<file path="config.mk">
export PLATFORM = sky130hd
export DESIGN_NAME = midi_note_voice_allocator
export DESIGN_NICKNAME = d
export VERILOG_FILES = /design/src/rtl/core/mnva_pkg.sv /design/src/rtl/core/mnva_voice_cell.sv /design/src/rtl/core/midi_note_voice_allocator.sv
export SDC_FILE = /design/constraint.sdc
export NUM_CORES = 1
export LEC_CHECK = 0
export ABC_AREA = 0
export BUFFER_PORTS_ARGS = -buffer_cell sky130_fd_sc_hd__buf_2
export CORE_MARGIN = 2
export CORE_UTILIZATION = 60
export DETAILED_ROUTE_END_ITERATION = 12
export PLACE_DENSITY = 0.74
export SLEW_MARGIN = 15
export SYNTH_ARGS = -nofsm -noshare
export SYNTH_HDL_FRONTEND = slang
export SYNTH_HIERARCHICAL = 1
export SYNTH_SLANG_ARGS = --single-unit
</file>
<file path="constraint.sdc">
create_clock -name clk -period 5.8 [get_ports clk]
set_input_delay 0.87 -clock clk [delete_from_list [all_inputs] [get_ports clk]]
set_output_delay 0.87 -clock clk [all_outputs]
set_load 0.02 [all_outputs]
</file>
<file path="src/rtl/core/mnva_pkg.sv">
`timescale 1ns / 1ps
`default_nettype none

package mnva_pkg;

  localparam int VOICE_COUNT = 12;
  localparam int VIDX_W      = 4;
  localparam int NOTE_W      = 7;

  localparam logic [7:0] MIDI_CLOCK   = 8'hF8;
  localparam logic [7:0] ACTIVE_SENSE = 8'hFE;
  localparam logic [3:0] CMD_NOTE_OFF = 4'h8;
  localparam logic [3:0] CMD_NOTE_ON  = 4'h9;
  localparam logic [NOTE_W-1:0] NOTE_LOW  = 7'd21;
  localparam logic [NOTE_W-1:0] NOTE_HIGH = 7'd108;

  localparam logic OP_MIDI_BYTE = 1'b0;
  localparam logic OP_SILENT    = 1'b1;

  localparam logic ACT_START   = 1'b0;
  localparam logic ACT_RELEASE = 1'b1;

  typedef enum logic [1:0] {
    MODE_SILENT    = 2'd0,
    MODE_HELD      = 2'd1,
    MODE_RELEASING = 2'd2
  } mode_t;

  typedef enum logic [1:0] {
    ST_IDLE = 2'd0,
    ST_SCAN = 2'd1,
    ST_DONE = 2'd2
  } state_t;

  // Search token that walks the row of voices, one voice per cycle.
  typedef struct packed {
    logic              valid;
    logic              note_off;
    logic [NOTE_W-1:0] note;
    logic              free_hit;
    logic [VIDX_W-1:0] free_idx;
    logic              rel_hit;
    logic [VIDX_W-1:0] rel_idx;
    logic              match_hit;
    logic [VIDX_W-1:0] match_idx;
  } query_t;

  // Direct write to one voice from the controller.
  typedef struct packed {
    logic              clr;
    logic              set;
    logic [VIDX_W-1:0] idx;
    logic [NOTE_W-1:0] note;
  } voice_cmd_t;

endpackage

`default_nettype wire

</file>
<file path="src/rtl/core/mnva_voice_cell.sv">
`timescale 1ns / 1ps
`default_nettype none

module mnva_voice_cell (
  input  wire logic                       clk,
  input  wire logic                       rst,
  input  wire logic [mnva_pkg::VIDX_W-1:0] cell_idx,
  input  wire mnva_pkg::voice_cmd_t       cmd,
  input  wire mnva_pkg::query_t           q_in,
  output mnva_pkg::query_t                q_out
);

  mnva_pkg::mode_t                mode;
  mnva_pkg::mode_t                mode_next;
  logic [mnva_pkg::NOTE_W-1:0]    note;
  logic [mnva_pkg::NOTE_W-1:0]    note_next;
  mnva_pkg::query_t               q_next;
  logic                           hit_release;
  logic                           cmd_here;

  assign cmd_here    = (cmd.idx == cell_idx);
  assign hit_release = q_in.valid && q_in.note_off && !q_in.match_hit &&
                       (mode == mnva_pkg::MODE_HELD) && (note == q_in.note);

  always_comb begin
    q_next = q_in;
    if (q_in.valid && !q_in.note_off) begin
      if (mode == mnva_pkg::MODE_SILENT && !q_in.free_hit) begin
        q_next.free_hit = 1'b1;
        q_next.free_idx = cell_idx;
      end
      if (mode == mnva_pkg::MODE_RELEASING && !q_in.rel_hit) begin
        q_next.rel_hit = 1'b1;
        q_next.rel_idx = cell_idx;
      end
    end
    if (hit_release) begin
      q_next.match_hit = 1'b1;
      q_next.match_idx = cell_idx;
    end
  end

  always_comb begin
    mode_next = mode;
    note_next = note;
    if (cmd.clr && cmd_here) begin
      mode_next = mnva_pkg::MODE_SILENT;
      note_next = '0;
    end else if (cmd.set && cmd_here) begin
      mode_next = mnva_pkg::MODE_HELD;
      note_next = cmd.note;
    end else if (hit_release) begin
      mode_next = mnva_pkg::MODE_RELEASING;
      note_next = '0;
    end
  end

  always_ff @(posedge clk) begin
    if (rst) begin
      mode  <= mnva_pkg::MODE_SILENT;
      note  <= '0;
      q_out <= '0;
    end else begin
      mode  <= mode_next;
      note  <= note_next;
      q_out <= q_next;
    end
  end

  // A start never lands on a voice that is still held.
  assert property (@(posedge clk) disable iff (rst)
    (cmd.set && cmd_here) |-> (mode != mnva_pkg::MODE_HELD))
    else $error("start written over a held voice");

  // A claimed release is never lost on its way down the row.
  assert property (@(posedge clk) disable iff (rst)
    (q_in.valid && q_in.match_hit) |=> (q_out.valid && q_out.match_hit))
    else $error("release match dropped in cell");

  // A release hit on a held voice moves that voice to releasing.
  assert property (@(posedge clk) disable iff (rst)
    hit_release |=> (mode == mnva_pkg::MODE_RELEASING))
    else $error("release hit did not update voice");

endmodule

`default_nettype wire

</file>
<file path="src/rtl/core/midi_note_voice_allocator.sv">
`timescale 1ns / 1ps
`default_nettype none

// Channel | Handshake            | Payload
// --------+----------------------+---------------------------------------------
// in      | in_valid / in_ready  | op, midi_byte, silent_voice
// out     | out_valid / out_ready| action, voice_index, note_number, key_velocity
//
// Bytes, silent reports and messages that need no voice are taken while idle and leave it idle.
// A completed note-off, or note-on in the playable range, walks a search token
// down the row of voice cells, one voice per cycle, with no input taken meanwhile.
// The result sits in an output register; new transactions are taken while it
// waits, but a later result stalls in the done state until it is taken.
// Synchronous reset clears the parser, all voices to silent, and out_valid.

module midi_note_voice_allocator (
  input  wire logic        clk,
  input  wire logic        rst,
  input  wire logic        in_valid,
  output logic             in_ready,
  input  wire logic        op,
  input  wire logic [7:0]  midi_byte,
  input  wire logic [3:0]  silent_voice,
  output logic             out_valid,
  input  wire logic        out_ready,
  output logic             action,
  output logic [3:0]       voice_index,
  output logic [6:0]       note_number,
  output logic [6:0]       key_velocity
);

  localparam int VC = mnva_pkg::VOICE_COUNT;

  mnva_pkg::state_t            state;
  mnva_pkg::state_t            state_next;
  logic [7:0]                  running_status;
  logic                        data_count;
  logic [mnva_pkg::NOTE_W-1:0] first_data_byte;
  logic [mnva_pkg::NOTE_W-1:0] vel;
  mnva_pkg::query_t            chain [0:VC];
  mnva_pkg::query_t            q_launch;
  mnva_pkg::query_t            res;
  mnva_pkg::voice_cmd_t        cmd;
  logic [VC:0]                 qvec;

  logic                        accept;
  logic                        is_byte;
  logic                        is_status;
  logic                        pair_done;
  logic [3:0]                  cmd_nib;
  logic [mnva_pkg::NOTE_W-1:0] byte_low;
  logic                        want_release;
  logic                        want_start;
  logic                        launch;
  logic                        out_free;
  logic                        has_result;
  logic                        load_out;
  logic [mnva_pkg::VIDX_W-1:0] pick_idx;

  assign accept    = in_valid && in_ready;
  assign byte_low  = midi_byte[6:0];
  assign is_byte   = (op == mnva_pkg::OP_MIDI_BYTE) && (midi_byte != mnva_pkg::MIDI_CLOCK) &&
                     (midi_byte != mnva_pkg::ACTIVE_SENSE);
  assign is_status = is_byte && midi_byte[7];
  assign pair_done = is_byte && !midi_byte[7] && data_count;
  assign cmd_nib   = running_status[7:4];

  assign want_release = (cmd_nib == mnva_pkg::CMD_NOTE_OFF) ||
                        ((cmd_nib == mnva_pkg::CMD_NOTE_ON) && (byte_low == '0));
  assign want_start   = (cmd_nib == mnva_pkg::CMD_NOTE_ON) && (byte_low != '0) &&
                        (first_data_byte >= mnva_pkg::NOTE_LOW) &&
                        (first_data_byte <= mnva_pkg::NOTE_HIGH);
  assign launch       = accept && pair_done && (want_release || want_start);

  assign out_free = !out_valid || out_ready;

  always_comb begin
    q_launch          = '0;
    q_launch.valid    = 1'b1;
    q_launch.note_off = want_release;
    q_launch.note     = first_data_byte;
  end

  // Parser state
  always_ff @(posedge clk) begin
    if (rst) begin
      running_status  <= '0;
      data_count      <= 1'b0;
      first_data_byte <= '0;
    end else if (accept) begin
      if (is_status) begin
        running_status <= midi_byte;
        data_count     <= 1'b0;
      end else if (is_byte) begin
        if (!data_count) begin
          first_data_byte <= byte_low;
        end
        data_count <= !data_count;
      end
    end
  end

  always_ff @(posedge clk) begin
    if (launch) begin
      vel <= byte_low;
    end
  end

  always_ff @(posedge clk) begin
    if (rst) begin
      chain[0] <= '0;
    end else if (launch) begin
      chain[0] <= q_launch;
    end else begin
      chain[0] <= '0;
    end
  end

  genvar gi;
  generate
    for (gi = 0; gi < VC; gi++) begin : g_voice
      mnva_voice_cell u_cell (
        .clk      (clk),
        .rst      (rst),
        .cell_idx (mnva_pkg::VIDX_W'(gi)),
        .cmd      (cmd),
        .q_in     (chain[gi]),
        .q_out    (chain[gi+1])
      );
    end
    for (gi = 0; gi <= VC; gi++) begin : g_qvec
      assign qvec[gi] = chain[gi].valid;
    end
  endgenerate

  // Hold the finished token for the done state
  always_ff @(posedge clk) begin
    if (chain[VC].valid) begin
      res <= chain[VC];
    end
  end

  always_comb begin
    has_result = 1'b0;
    pick_idx   = res.match_idx;
    if (res.note_off) begin
      has_result = res.match_hit;
    end else if (res.free_hit) begin
      has_result = 1'b1;
      pick_idx   = res.free_idx;
    end else if (res.rel_hit) begin
      has_result = 1'b1;
      pick_idx   = res.rel_idx;
    end
  end

  always_comb begin
    state_next = state;
    unique case (state)
      mnva_pkg::ST_IDLE: if (launch) state_next = mnva_pkg::ST_SCAN;
      mnva_pkg::ST_SCAN: if (chain[VC].valid) state_next = mnva_pkg::ST_DONE;
      mnva_pkg::ST_DONE: if (!has_result || out_free) state_next = mnva_pkg::ST_IDLE;
      default:           state_next = mnva_pkg::ST_IDLE;
    endcase
  end

  always_comb begin
    in_ready = 1'b0;
    load_out = 1'b0;
    cmd      = '0;
    unique case (state)
      mnva_pkg::ST_IDLE: begin
        in_ready = 1'b1;
        cmd.clr  = in_valid && (op == mnva_pkg::OP_SILENT) &&
                   ({1'b0, silent_voice} < 5'(VC));
        cmd.idx  = silent_voice;
      end
      mnva_pkg::ST_DONE: begin
        load_out = has_result && out_free;
        cmd.set  = load_out && !res.note_off;
        cmd.idx  = pick_idx;
        cmd.note = res.note;
      end
      default: ;
    endcase
  end

  always_ff @(posedge clk) begin
    if (rst) begin
      state <= mnva_pkg::ST_IDLE;
    end else begin
      state <= state_next;
    end
  end

  always_ff @(posedge clk) begin
    if (rst) begin
      out_valid <= 1'b0;
    end else if (load_out) begin
      out_valid <= 1'b1;
    end else if (out_ready) begin
      out_valid <= 1'b0;
    end
  end

  always_ff @(posedge clk) begin
    if (load_out) begin
      action       <= res.note_off ? mnva_pkg::ACT_RELEASE : mnva_pkg::ACT_START;
      voice_index  <= pick_idx;
      note_number  <= res.note;
      key_velocity <= res.note_off ? '0 : vel;
    end
  end

  // Only one search token is ever in the row.
  assert property (@(posedge clk) disable iff (rst) $onehot0(qvec))
    else $error("more than one token in voice row");

  // A token is in flight exactly while scanning.
  assert property (@(posedge clk) disable iff (rst)
    (state == mnva_pkg::ST_SCAN) == (|qvec))
    else $error("scan state and token disagree");

  // A loaded result reaches the output on the next cycle.
  assert property (@(posedge clk) disable iff (rst)
    load_out |=> (out_valid && (state == mnva_pkg::ST_IDLE)))
    else $error("result not presented after load");

endmodule

`default_nettype wire

</file>
Word level (Yosys, flattened, before mapping)
Cells that the tools add are included.

Bitwise gates (word level): 4. Reductions and logical operators: 252. Equal/unequal tests: 56. Multipliers: 0. Divide/modulo/power cells: 0. $lt $le $gt $ge: 3. $add $sub $neg: 0. Mux-type cells: 118. Shift operators: 0.

Operators by type and width (number): two-way mux 5 bit (36); two-way mux 7 bit (25); logical AND 1 bit (124); two-way mux 10 bit (12); == test 7 bit (12); zero test 1 bit (53); OR reduction 2 bit (25); two-way mux 1 bit (36); OR reduction 3 bit (12); nonzero test 2 bit (14); == test 2 x 1 -> 1 bit, second input constant (13); == test 2 bit, second input constant (13); zero test 2 bit (13); == test 4 bit, second input constant (6); two-way mux 24 bit (1); == test 4 x 3 -> 1 bit, second input constant (4); != test 8 bit, second input constant (2); two-way mux 4 bit (3); == test 4 x 2 -> 1 bit, second input constant (2); case mux 4 bit (2 select lines) (1); greater-or-equal comparator 7 x 5 -> 1 bit, second input constant (1); less-or-equal comparator 7 bit, second input constant (1); zero test 7 bit (1); nonzero test 7 bit (1); other kinds (12) (22).

Bits in read-only memories: 0. RAM bits: 0. Bits in registers: 488. Bits in latches: 0. Memories kept: 0. Input bits: 17. Output and inout bits: 21. Word-level logic and storage cells: 615.

Longest topological paths before layout
Gate-level depths: netlist (run 1).

Depth after elaboration: 9. Gate-level depth with buffers: 10.

Modules after synthesis
Netlist (run 1), hierarchy kept.

By module, submodules not included: mnva_voice_cell (cells each 126, area each 1266.2 µm², times used 12); midi_note_voice_allocator (cells each 195, area each 2797.7 µm², times used 1).

Least setup slack after synthesis (run 1)
No wires, ideal clock.

Path type: register -> register. Start: reg state[1]. End: reg g_voice[0].u_cell/note[0] in the netlist's numbering. Library setup time: 132 ps. Data required time: 5668 ps. Stages on the path, launching flop included: 8. Clock period less this slack: 2681 ps. Buffers on the path: 1. Data arrival time: 2549 ps. Path slack: 3119 ps. Cells stage by stage: dfxtp_1 buf_2 nor2b_1 o211ai_1 nor3_1 nand2_1 nand3_1 a21oi_1.

RTL lines: from (decl) (line midi_note_voice_allocator.sv:34) `mnva_pkg::state_t state;`; from (signal assigned) (line midi_note_voice_allocator.sv:190) `state <= mnva_pkg::ST_IDLE;`; from (signal assigned) (line midi_note_voice_allocator.sv:192) `state <= state_next;`; to (signal assigned) (line mnva_voice_cell.sv:65) `note <= note_next;`; to (decl) (line mnva_voice_cell.sv:15) `logic [mnva_pkg::NOTE_W-1:0] note;`.

==> results.yml, run 1 <==
floorplanning:
  core_area_um2: 29600
  fp.dieH_um: 177
  initial_core_util_pct: 60.9
  io_pins: 38
  fp-row-count: 63
  die_x_um: 177
  die_area_um2: 31400
logic_synthesis:
  synth.area.mux_share_pct: 8.62
  ys_warn_count: 6
  synth_area_leaders: "dfxtp_1, mux2i_1, edfxtp_1"
  syn_inst: 1707
  ys_async_sr_fraction_pct: 0
  synth_simple_gate_area_share_pct: 20.4
  synth.distinct_cells: 44
  synth-compound-area-share_pct: 6.29
  synthXorXnorAreaFrac_pct: 6.47
  synth_top_flop_cell: "dfxtp_1"
  yosys.area.top_type: "dfxtp_1"
  synth_top_family_by_area: "simple AND/OR/NAND/NOR gates"
  yosysSeqAreaShare_pct: 54.9
  yosys.area.top_type_share_pct: 46.7
  synth_seq_cells: 469
  synth_edf_count: 49
  synth_fa_ha_area_share_pct: 0
  synth.avg_cell_area_um2: 10.5
  syn_area_um2: 18000
worst_setup_path:
  start_kind: "flip-flop"
  cp.required_ps: 6260
  worst_ep_arrival_time_ps: 3790
  critical_path.top_delay_family: "compound AO/OA/AOI/OAI gates"
  crit_path_end_kind: "flip-flop"
  crit_type: "flip-flop to flip-flop"
  crit_chain: "inv_1, a31oi_1, o21ai_0, o21a_1, xor2_1, nor4_2, and2_1, nand2_1, a21oi_1"
  cp_max_fo: 16
  path_buf_inv: 1
  critPathSlowestCell: "edfxtp_1"
  critPathMaxStageDelay_ps: 620
grt:
  grt_use_total_pct: 22.4
  first_global_vias: 11635
  antenna_found_initial: 0
  grt_overflow: 0
  grt_max_degree: 177
  grt_pass1_wl_um: 56800
clocking:
  cts_buffer_depth: 3
  cts_resized: 0
  cts_buffers: 46
  htree_num_levels: 2
  root_buffer: "clkbuf_16"
  post-cts-setup-buffers: 0
  cts.sinks: 469
  cts_hold_buf: 0
  path_clk_slew_ps: 60
  tritoncts: "done"
  clock_latency_ps: 540
power_and_ir_drop:
  power.leakage_nw: 8.43
  ir_drop_uv: 280
  power_density_nw_per_um2: 312
  total_power_mw: 6.42
sta:
  post-route-period-util_pct: 57.5
  fmax_mhz: 300
  rsz0062_at_grt: "false"
  tightest_slew_ps: 1080
  min_period_ps: 3340
  fin_tns_setup_ps: 0
  hold_viol: 0
  fin_skew_ps: 15.3
  timing.hold.ws_ps: 401
  setup_viol: 0
  relSlewSlack_pct: 26.7
  slew_violations: 0
outcome:
  outcome: "finished, final reports clean"
drt:
  vias_per_cell: 5.01
  drtIter0Drc: 755
  vias: 11766
  wire_per_inst_um: 14.7
  dr.pass1.iters: 5
  wl_um: 34600
  final_antenna_net_count: 0
  drc: 0
place:
  io_buffers: 37
  hpwl_um: 23400
  gp_congestion: 0.853
finish:
  drive_gt1_share_pct: 9.45
  n_antenna_cell: 0
  fin_nets: 1942
  areaGrowthSynthToFinish_pct: 14.6
  final_common_cell: "dfxtp_1"
  post-route-util_pct: 69.7
  layout_common_cells: "dfxtp_1, nor2_1, conb_1"
flow_run:
  drv_cap: 0
hold_path:
  hold_class: "flip-flop to flip-flop"
## final timing paths
check	start	to	slack, ps	cells past startpoint
setup / recovery	res[22]	g_voice[3].u_cell/note[5]	2460	9
hold / removal	g_voice[11].u_cell/q_out[3]	res[3]	400	0
setup reg to reg	res[22]	g_voice[3].u_cell/note[5]	2460	9
hold reg to reg	g_voice[11].u_cell/q_out[3]	res[3]	400	0
## state kept, by name, summed over array words and instances, names as in the netlist
signal / flops
state: 2
g_voice.u_cell/note: 84
g_voice.u_cell/mode: 24
out_valid: 1
voice_index: 4
chain: 9
vel: 7
key_velocity: 7
note_number: 7
g_voice.u_cell/q_out: 288
action: 1
running_status: 4
data_count: 1
first_data_byte: 7
res: 23
## through the flow
stage | area (um2) | instances | setup slack, ps
4_1_cts | 20600 | 2348 | 2490
6_report | 20600 | 2348 | 2460
3_5_place_dp | 19100 | 2267 | 2500
2_1_floorplan | 18800 | 1914 | 3120
5_1_grt | 20600 | 2348 | 2130
3_3_place_gp | 19100 | 2267 | 2650
## cell usage after synthesis, types with 4 or more instances
master / instances
a31oi_1: 16
a21oi_1: 123
nor4_2: 24
xor2_1: 133
nor2b_1: 124
o21ai_0: 6
edfxtp_1: 49
mux2i_1: 155
nor4bb_1: 13
dfxtp_1: 420
buf_4: 14
nor2_1: 215
and2_1: 19
nand3_1: 98
a22oi_1: 4
a211oi_2: 12
inv_1: 41
buf_6: 12
nand2_1: 97
nor3_2: 12
and4_1: 13
nor3b_2: 7
nand4_4: 12
clkbuf_1: 50
o21a_1: 4
a21o_1: 12
## routing by layer
layer	vias up	track usage (%)	wire, um
met1	5488	27.3	15000
met2	224	39.9	17200
li1	5990	-	-
met3	64	4.30	1630
met4	0	7.02	829
met5	-	0	0
## final cells by class
cell class | instances | area, um2
flip-flops and latches | 469 | 9880
fillers | 2253 | 8940
clock buffers | 72 | 1440
multi-input cells | 1326 | 8320
repair buffers | 41 | 238
clock inverters | 9 | 93.8
well taps | 390 | 488
inverters | 41 | 154
## logic make-up after synthesis
| group | after synthesis |
|---|---|
| other | 2 |
| XOR/XNOR | 133 |
| AO/OA/AOI/OAI | 183 |
| multiplexers | 155 |
| buffers and inverters | 119 |
| flip-flops | 469 |
| AND/OR/NAND/NOR | 646 |
## power by group
group	internal [mW]	switching (mW)
Clock	1.79	1.17
Combinational	0.0484	0.119
Sequential	3.29	0.00774
No activity file was read; power rests on OpenSTA's default activity.
==> run 2: changes to the inputs <==
--- a/config.mk
+++ b/config.mk
@@ -5,7 +5,7 @@
 export SDC_FILE = /design/constraint.sdc
 export NUM_CORES = 1
 export LEC_CHECK = 0
-export ABC_AREA = 0
+export ABC_AREA = 1
 export BUFFER_PORTS_ARGS = -buffer_cell sky130_fd_sc_hd__buf_2
 export CORE_MARGIN = 2
 export CORE_UTILIZATION = 60
==> constraint.sdc (replaced) <==
create_clock -name clk -period 3.2 [get_ports clk]
set_input_delay 0.48 -clock clk [delete_from_list [all_inputs] [get_ports clk]]
set_output_delay 0.48 -clock clk [all_outputs]
set_load 0.02 [all_outputs]
==> run 2 against run 1 <==
Worst setup slack got worse by 2100 ps. Area after synthesis increased by 3.6%. Critical path depth increased by 2. Synthesized cell count increased by 37%. Worst hold slack got worse by 240 ps. Sequential cell count unchanged. First-iteration DRC count increased by 13%. Count of clock-buffer cells in the layout decreased by 4. Global-route usage increased by 2.6 points. Largest power group unchanged.
==> results.yml, run 2 <==
worst_setup_path:
  cpMostUsedCell: "nand2_1"
  crit_type: "flip-flop to flip-flop"
  cp_max_fo: 12
  crit_path_end_kind: "flip-flop"
  critical_path.top_delay_family: "simple AND/OR/NAND/NOR gates"
  start_kind: "flip-flop"
  critPathSlowestCell: "nand2_1"
  critPathMaxStageDelay_ps: 540
  cp.required_ps: 3680
  worst_ep_arrival_time_ps: 3290
  path_buf_inv: 1
  crit_chain: "nor2_1, nor2_1, a21oi_1, nand2_1, nand2_1, xor2_1, nor2_2, nand3_4, clkinv_4, nand2_1, a21oi_1"
logic_synthesis:
  synth.avg_cell_area_um2: 7.97
  synth_area_leaders: "dfxtp_1, edfxtp_1, inv_1"
  yosys-top-cells-count: "dfxtp_1, inv_1, nor2_1, nand2_1, a21oi_1"
  syn_area_um2: 18600
  ys_async_sr_fraction_pct: 0
  yosys.area.top_type: "dfxtp_1"
  synth.distinct_cells: 31
  synth_top_flop_cell: "dfxtp_1"
  yosysSeqAreaShare_pct: 53.0
  synth_most_common_cell: "dfxtp_1"
  ys_warn_count: 6
  yosys.area.top_type_share_pct: 45.1
  syn_inst: 2339
  synth_edf_count: 49
  synth_seq_cells: 469
drt:
  drtIter0Drc: 850
  wl_um: 40900
  dr.pass1.iters: 5
  final_antenna_net_count: 0
  vias_per_cell: 4.87
  drc: 0
  vias: 14807
  wire_per_inst_um: 13.5
clocking:
  root_buffer: "clkbuf_16"
  cts.sinks: 469
  path_clk_slew_ps: 60
  post-cts-setup-buffers: 0
  cts_resized: 0
  cts_buffer_depth: 3
  clock_latency_ps: 550
  cts_buffers: 47
  tritoncts: "done"
  htree_num_levels: 2
  cts_hold_buf: 0
power_and_ir_drop:
  p_int_mw: 9.69
  power_density_nw_per_um2: 562
  pwr-share-comb_pct: 3.6
  switching_power_mw: 2.54
  power.leakage_nw: 8.72
  power_frac_clock_pct: 47.5
  pwr-share-seq_pct: 48.9
  p_sw_share_pct: 20.8
  ir_drop_uv: 421
sta:
  setup_viol: 0
  fin_skew_ps: 22.6
  rsz0062_at_grt: "false"
  relSlewSlack_pct: 28.7
  fin_tns_setup_ps: 0
  hold_viol: 0
  timing.hold.ws_ps: 166
  tightest_slew_ps: 1070
  min_period_ps: 2810
  post-route-period-util_pct: 87.8
  fmax_mhz: 356
  slew_violations: 0
finish:
  reg_top3: "g_voice.u_cell/q_out (288), g_voice.u_cell/note (84), g_voice.u_cell/mode (24)"
  areaGrowthSynthToFinish_pct: 16.8
  fillers: 2427
  regMostFlops: "g_voice.u_cell/q_out"
  drive_gt1_share_pct: 9.83
  layout_common_cells: "dfxtp_1, inv_1, nor2_1"
  n_antenna_cell: 0
  fin_cells: 3041
  largest_register_ffs: 288
  final_common_cell: "dfxtp_1"
  fin_area_um2: 21800
  fin_nets: 2625
  post-route-util_pct: 71.2
place:
  dp.cells: 2955
  io_buffers: 37
  hpwl_um: 29100
  gp_congestion: 0.841
  place_area_um2: 20100
floorplanning:
  fp-row-count: 64
  io_pins: 38
  fp.dieH_um: 180
  initial_core_util_pct: 61.0
  die_x_um: 180
  core_area_um2: 30600
  die_area_um2: 32500
outcome:
  outcome: "finished, final reports clean"
flow_run:
  drv_cap: 0
grt:
  grt_max_degree: 40
  grt_overflow: 0
  grt_pass1_wl_um: 67300
  antenna_found_initial: 0
  first_global_vias: 14371
  grt_use_total_pct: 25.0
hold_path:
  hold_class: "input pin to flip-flop"
## run 2: changes by cell type in the layout (fill, tap and decap cells not counted), moves of 34 or more
cell	before	now
inv_1	41	387
a21oi_1	123	217
xor2_1	133	72
nor2b_1	124	0
mux2i_1	155	0
nor2_2	0	34
o21ai_0	6	132
nor2_1	215	367
nand2_1	97	319
nand3_1	98	152
## run 2: layout make-up
cell class	count	area (um2)	share of cell area [%]
inverters	424	1650	7.58
clock buffers	68	1440	6.61
flip-flops and latches	469	9880	45.4
multi-input cells	1613	7730	35.5
clock inverters	18	244	1.12
repair buffers	53	333	1.53
well taps	396	495	2.28
## run 2: cells by family after synthesis
kind of cell    Yosys count  share of synthesized area (%)
simple gates            932                           22.1
flops                   469                           53.0
buf+inv                 463                           9.76
compound gates          401                           11.8
xor+xnor                 72                           3.38
other cells               2                         0.0403
## run 2: power groups by stage
stage | Combinational (mW) | Clock (mW) | Sequential, mW
2_1_floorplan | 0.330 | 0 | 6.10
4_1_cts | 0.437 | 5.90 | 5.98
3_3_place_gp | 0.419 | 0 | 6.11
5_1_grt | 0.501 | 6.14 | 5.98
6_report | 0.446 | 5.81 | 5.98
3_5_place_dp | 0.434 | 0 | 6.11
## run 2: worst register-to-register path: cells and delay by family, from the launching register on
kind                      cells  cell delay, ps
xor gates and xnor gates      1             200
AOI/OAI and AO/OA             2             500
and+or+nand+nor               7            1530
buffers and inverters         1             120
DFF                           1             390
## run 2: per-layer routing
layer	vias to the layer above	GRT usage (%)	wire, um
li1	7657	-	-
met1	6807	31.2	17900
met3	68	2.97	1650
met2	275	45.4	20600
met4	0	7.19	842
met5	-	0	0
## run 2: metrics by stage
step	total power, mW	setup slack (ps)
after global placement	6.52	625
after floorplan	6.43	224
final	12.2	389
after global routing	12.6	128
after CTS	12.3	402
after detailed placement	6.54	470
## run 2: path summary, 6_finish.rpt
| check | endpoint | from | slack (ps) | depth (start not counted) |
|---|---|---|---|---|
| max | g_voice[10].u_cell/note[6] | res[22] | 390 | 11 |
| min | vel[2] | midi_byte[2] | 170 | 1 |
| max reg2reg | g_voice[10].u_cell/note[6] | res[22] | 390 | 11 |
| min reg2reg | res[17] | g_voice[11].u_cell/q_out[17] | 400 | 0 |
